File: src/hdl/swm_pkg.sv
// ----------------------------------------------------------------------------
// swm_pkg
// Shared types and constants of the sliding window maximum block.
// ----------------------------------------------------------------------------
package swm_pkg;

	localparam int WIN_MAX   = 64;
	localparam int IDX_W     = 6;
	localparam int CNT_W     = 7;
	localparam int DATA_W    = 32;
	localparam int FIFO_DEPTH = 4;
	localparam int FIFO_PTR_W = 2;

	typedef struct packed {
		logic signed [DATA_W-1:0] sample;
		logic                     start_req;
	} item_t;

	typedef enum logic [2:0] {
		ST_IDLE,
		ST_CMP,
		ST_POP,
		ST_PUSH,
		ST_HRD,
		ST_OUT
	} state_t;

endpackage

File: src/hdl/swm_if.sv
// ----------------------------------------------------------------------------
// swm_sample_if / swm_result_if
// Valid/ready channels for samples and window maxima.
// ----------------------------------------------------------------------------
interface swm_sample_if;
	logic                              valid;
	logic                              ready;
	logic signed [swm_pkg::DATA_W-1:0] sample;
	logic                              start_req;
	modport source(output valid, output sample, output start_req, input ready);
	modport sink(input valid, input sample, input start_req, output ready);
endinterface


File: src/hdl/swm_front.sv
// ----------------------------------------------------------------------------
// swm_front
// Accepts sample transfers and queues them for the back end.
// ----------------------------------------------------------------------------
module swm_front (
	input  logic                 clk,
	input  logic                 arst_n,
	swm_sample_if.sink           sample_ch,
	output logic                 deq_valid,
	input  logic                 deq_ready,
	output swm_pkg::item_t       deq_item
);

	swm_pkg::item_t                mem_q [swm_pkg::FIFO_DEPTH];
	logic [swm_pkg::FIFO_PTR_W-1:0] wr_q, rd_q;
	logic [swm_pkg::FIFO_PTR_W:0]   cnt_q;
	logic                           push, pop;

	assign sample_ch.ready = (cnt_q != 3'(swm_pkg::FIFO_DEPTH));
	assign push      = sample_ch.valid && sample_ch.ready;
	assign deq_valid = (cnt_q != '0);
	assign pop       = deq_valid && deq_ready;
	assign deq_item  = mem_q[rd_q];

	always_ff @(posedge clk) begin
		if (push) begin
			mem_q[wr_q] <= '{sample: sample_ch.sample, start_req: sample_ch.start_req};
		end
	end

	always_ff @(posedge clk or negedge arst_n) begin
		if (!arst_n) begin
			wr_q  <= '0;
			rd_q  <= '0;
			cnt_q <= '0;
		end else begin
			if (push) wr_q <= wr_q + 1'b1;
			if (pop)  rd_q <= rd_q + 1'b1;
			cnt_q <= cnt_q + {2'b0, push} - {2'b0, pop};
		end
	end

endmodule

File: src/flat_wrapper.sv
// flat-port wrapper written by rule: the top's interface ports become plain ports
module swm_front_flat 
  (clk, arst_n, deq_valid, deq_ready, deq_item, sample_ch_valid, sample_ch_sample, sample_ch_start_req, sample_ch_ready);
  swm_sample_if sample_ch_i ();
  input  logic clk;
  input  logic arst_n;
  output logic deq_valid;
  input  logic deq_ready;
  output swm_pkg::item_t deq_item;
  input wire logic [$bits(sample_ch_i.valid)-1:0] sample_ch_valid;
  input wire logic [$bits(sample_ch_i.sample)-1:0] sample_ch_sample;
  input wire logic [$bits(sample_ch_i.start_req)-1:0] sample_ch_start_req;
  output wire logic [$bits(sample_ch_i.ready)-1:0] sample_ch_ready;
  assign sample_ch_i.valid = sample_ch_valid;
  assign sample_ch_i.sample = sample_ch_sample;
  assign sample_ch_i.start_req = sample_ch_start_req;
  assign sample_ch_ready = sample_ch_i.ready;
  swm_front u_core (.clk(clk), .arst_n(arst_n), .sample_ch(sample_ch_i), .deq_valid(deq_valid), .deq_ready(deq_ready), .deq_item(deq_item));
endmodule
File: config.mk
export PLATFORM = sky130hd
export DESIGN_NAME = swm_front_flat
export DESIGN_NICKNAME = d
export VERILOG_FILES = /design/src/hdl/swm_pkg.sv /design/src/hdl/swm_if.sv /design/src/hdl/swm_front.sv /design/src/flat_wrapper.sv
export SDC_FILE = /design/constraint.sdc
export NUM_CORES = 1
export LEC_CHECK = 0
export ABC_AREA = 1
export BUFFER_PORTS_ARGS = -buffer_cell sky130_fd_sc_hd__buf_2
export CELL_PAD_IN_SITES_DETAIL_PLACEMENT = 0
export CELL_PAD_IN_SITES_GLOBAL_PLACEMENT = 1
export CORE_UTILIZATION = 40
export DETAILED_ROUTE_END_ITERATION = 10
export GPL_ROUTABILITY_DRIVEN = 1
export GPL_TIMING_DRIVEN = 0
export PLACE_DENSITY_LB_ADDON = 0.1
export SLEW_MARGIN = 20
export SYNTH_ARGS = -nofsm -noshare
export SYNTH_HDL_FRONTEND = slang
export SYNTH_SLANG_ARGS = --single-unit
File: constraint.sdc
create_clock -name clk -period 6.7 [get_ports clk]
set_input_delay 0.335 -clock clk [delete_from_list [all_inputs] [get_ports clk]]
set_output_delay 0.335 -clock clk [all_outputs]
set_load 0.01 [all_outputs]
==> flow_summary.rst <==
.. list-table::
   :header-rows: 1

   * - Metric
     - Value
   * - Number of pins with negative max-slew slack in the final report
     - 0
   * - Buffers inserted by post-CTS timing repair
     - 0
   * - Core outline area
     - about 13000 sq um
   * - Die X-Extent
     - approximately 120 microns
   * - Measured slew at the worst slew-check pin
     - a little under 0.8 ns
   * - Finished Layout Cells
     - ~760
   * - Row count
     - 42
   * - CTS tree
     - built
   * - Total global-route track usage
     - between 10% and 20%
   * - Last weighted congestion value of the routability-driven placer
     - a little under 0.7
   * - CP required
     - between 6 and 7 ns
   * - Internal power
     - approximately 0.0021 W
   * - Clock tree root buffer cell
     - clkbuf_16
   * - Number of buffers created by CTS
     - 17
   * - Max-capacitance violation count
     - 0
   * - Hold violation count in the final report
     - 0
   * - Longest individual stage delay on the worst path
     - 0.71 ns
   * - Worst path bufs/invs
     - 1
   * - Cell repeated most along the worst path
     - nand2_1
   * - Total Power Consumption
     - 0.00320 W
   * - Io pins
     - 72
   * - Number of sinks handled by clock tree synthesis
     - around 140
   * - Vias in the first global route
     - 3436
   * - Endpoint arrival time on the critical path
     - 2.31 ns
   * - Switching Power
     - 0.00109 W
   * - Drt drc
     - 0
   * - Net count after synthesis
     - 522
   * - Netlist area before placement
     - between 5000 and 6000 sq um
   * - Starting density of the core
     - 41.7%
   * - Critical path start-end classification
     - flop to flop
   * - Cell total after placement
     - around 730
   * - Worst Reg-to-Reg Cells
     - 5
   * - Number of port buffers
     - slightly above 70
   * - Maximum number of pins on one net before global-route repair
     - 22
   * - Number of storage elements in the synthesis netlist
     - 139
   * - Area share of the leading cell type in the synthesized netlist
     - 70.7%
   * - Number of nets in the layout
     - 617
   * - Avg Vias per Cell
     - 4.62
   * - Relative area change from synthesis to final layout
     - 23.0%
   * - Power share of the sequential group
     - 37.4%
   * - Max stage delay cell, worst path
     - nor2_4
   * - Mapped Avg Cell Area
     - 11.7 sq um
   * - Worst clock skew on the final layout
     - about 0.0055 ns
   * - Final setup violating endpoints
     - 0
   * - Net switching share of the total power
     - about a third
   * - Count of nets left with antenna violations after detail routing
     - 0
   * - Antenna violations before repair
     - 0
   * - Number of cells on the critical path
     - 5
   * - Largest fanout on the critical path
     - 21
   * - Combinational fraction of design power
     - ~35%
   * - Total Wirelength
     - 11700 microns
   * - Via count of the routed design
     - 3522
   * - F_max
     - ~460 MHz
   * - Crit share post-route
     - between 30% and 40%
   * - Global-route congestion overflow total
     - 0
   * - Part of the total power dissipated in the clock network
     - 28.2%
   * - Maximum count of clock buffers along a single path
     - 2
   * - Cells along the critical path
     - nor2_1 -> nand2_1 -> nand2_1 -> nor2_4 -> buf_16
   * - Sum of net half-perimeters after detailed placement
     - approximately 7400 microns
   * - Path class of the lowest-slack min-delay path
     - input pin to flop
   * - DRT iter0 DRCs
     - around 230
   * - Cell taking the most area after synthesis
     - edfxtp_1
   * - Insertion delay of the later-clocked pin in the worst-skew pair
     - 0.41 ns
   * - Sequential element share of the synthesized area
     - between 70 and 80%
   * - Setup repair after global routing missed its margin
     - no
   * - Number of distinct library cells after synthesis
     - 16
   * - Share of post-route cells with drive strength above 1
     - a little over a fifth
   * - Power per cell area
     - between 400 and 500 nW/um^2
   * - Crit start category
     - flop
   * - Sum of negative setup slack
     - 0 ns
   * - Post-layout min period
     - 2.19 ns
   * - Antenna diode count
     - 0
   * - Top cells by area, synth
     - edfxtp_1 (71%), nand2_1 (7.9%), nor2_1 (4.8%)
   * - VDD IR max
     - ~0.2 mV
   * - Final core occ
     - 51.3%
   * - Wire length of the first global-routing pass
     - roughly 18000 microns
   * - Die Footprint
     - approximately 14000 sq um
   * - Leakage Power
     - roughly 2.8 nW
   * - Drt wl/cell
     - approximately 15 microns
   * - Detailed-routing iteration count for the pre-antenna-repair pass
     - 4
   * - Element type at the critical path end
     - flop
   * - H-tree Lvls
     - 4
   * - Result of the run
     - completed
   * - YS warnings
     - 0
   * - Largest delay share family, worst path
     - simple AND/OR/NAND/NOR gates
   * - Synth Instances
     - 478
   * - Number of instances on the worst hold path
     - 1
   * - Headroom to the max-slew limit
     - approximately half
   * - Internal reg-to-reg setup slack
     - around 4.5 ns
   * - Die height
     - 120 microns
   * - Register clock-pin slew on the reported worst setup and hold paths
     - around 0.060 ns
-- state kept, by name (all words and copies together), names as in the netlist --
name / cells
u_core.cnt_q: 3
u_core.rd_q: 2
u_core.wr_q: 2
u_core.mem_q: 132
-- final timing paths --
path                                                  to                       start
max                        u_core.mem_q[3][17]$_DFFE_PP_   u_core.cnt_q[1]$_DFF_PN0_
min                        u_core.mem_q[1][20]$_DFFE_PP_        sample_ch_sample[19]
max in group asynchronous     u_core.rd_q[1]$_DFFE_PN0P_                      arst_n
min in group asynchronous      u_core.cnt_q[0]$_DFF_PN0_                      arst_n
min reg2reg                   u_core.rd_q[1]$_DFFE_PN0P_  u_core.rd_q[1]$_DFFE_PN0P_
max reg2reg                u_core.mem_q[3][17]$_DFFE_PP_   u_core.cnt_q[1]$_DFF_PN0_
-- metrics by stage --
stage / worst slack, ns / hold WS (ns) / area (sq um)
2_1_floorplan: 4.08 / 0.0394 / 5610
3_3_place_gp: 2.73 / 0.180 / 6180
3_5_place_dp: 4.50 / 0.181 / 6320
4_1_cts: 4.44 / 0.118 / 6900
5_1_grt: 4.29 / 0.125 / 6900
6_report: 4.51 / 0.132 / 6900
-- cells by family after synthesis --
logic type / share of synthesized area, %
AOI/OAI and AO/OA: 5.89
adders and majority gates: 1.70
buffers and inverters: 5.47
DFF: 73.8
and+or+nand+nor: 13.1
-- final cells by class --
class                      instances  area [sq um]
tap                              176           220
inverter                          51           191
clock buffer                      20           437
clock inverter                    12           129
timing repair buffer              76           475
fill                            1230          6560
multi-input combinational        267          1190
sequential                       139          4140
buffer                            21           115
-- synthesized netlist by cell type --
| library cell | instances |
|---|---|
| buf_1 | 1 |
| buf_2 | 11 |
| buf_4 | 6 |
| clkbuf_1 | 3 |
| clkinv_1 | 1 |
| dfrtp_1 | 7 |
| edfxtp_1 | 132 |
| fa_1 | 1 |
| ha_1 | 6 |
| inv_1 | 48 |
| inv_2 | 2 |
| nand2_1 | 118 |
| nand3_1 | 5 |
| nor2_1 | 71 |
| o21ai_0 | 32 |
| o21ai_1 | 34 |
-- repair_timing --
item	in CTS	in global routing
endpoints found under the hold margin	7	0
resized for setup	0	0
hold buffers	1	0
-- layer usage --
layer  share of wire (%)  routed length [microns]  GRT usage [%]  vias up
met5                   0                        0              0        -
met4                 2.0                      233           8.33        0
met3                 4.3                      508           4.43       18
met2                  49                     5700           29.4       76
met1                  45                     5250           21.8     1648
li1                    -                        -              -     1780
-- power groups by stage --
stage	Clock, W	Combinational, W	Sequential [W]
after floorplan	0	0.000670	0.00121
after global placement	0	0.00107	0.00122
after global routing	0.000953	0.00126	0.00121
after CTS	0.000916	0.00114	0.00120
after detailed placement	0	0.00114	0.00121
final	0.000900	0.00110	0.00119
-- cell usage in the layout, fill, tap and decap left out, drive strengths merged --
cell type	instances
buf	93
bufinv	3
clkbuf	23
clkinv	10
dfrtp	7
dlygate4sd3	1
edfxtp	132
fa	1
ha	6
inv	50
nand2	118
nand3	5
nor2	71
o21ai	66
No activity file was read; power rests on OpenSTA's default activity.
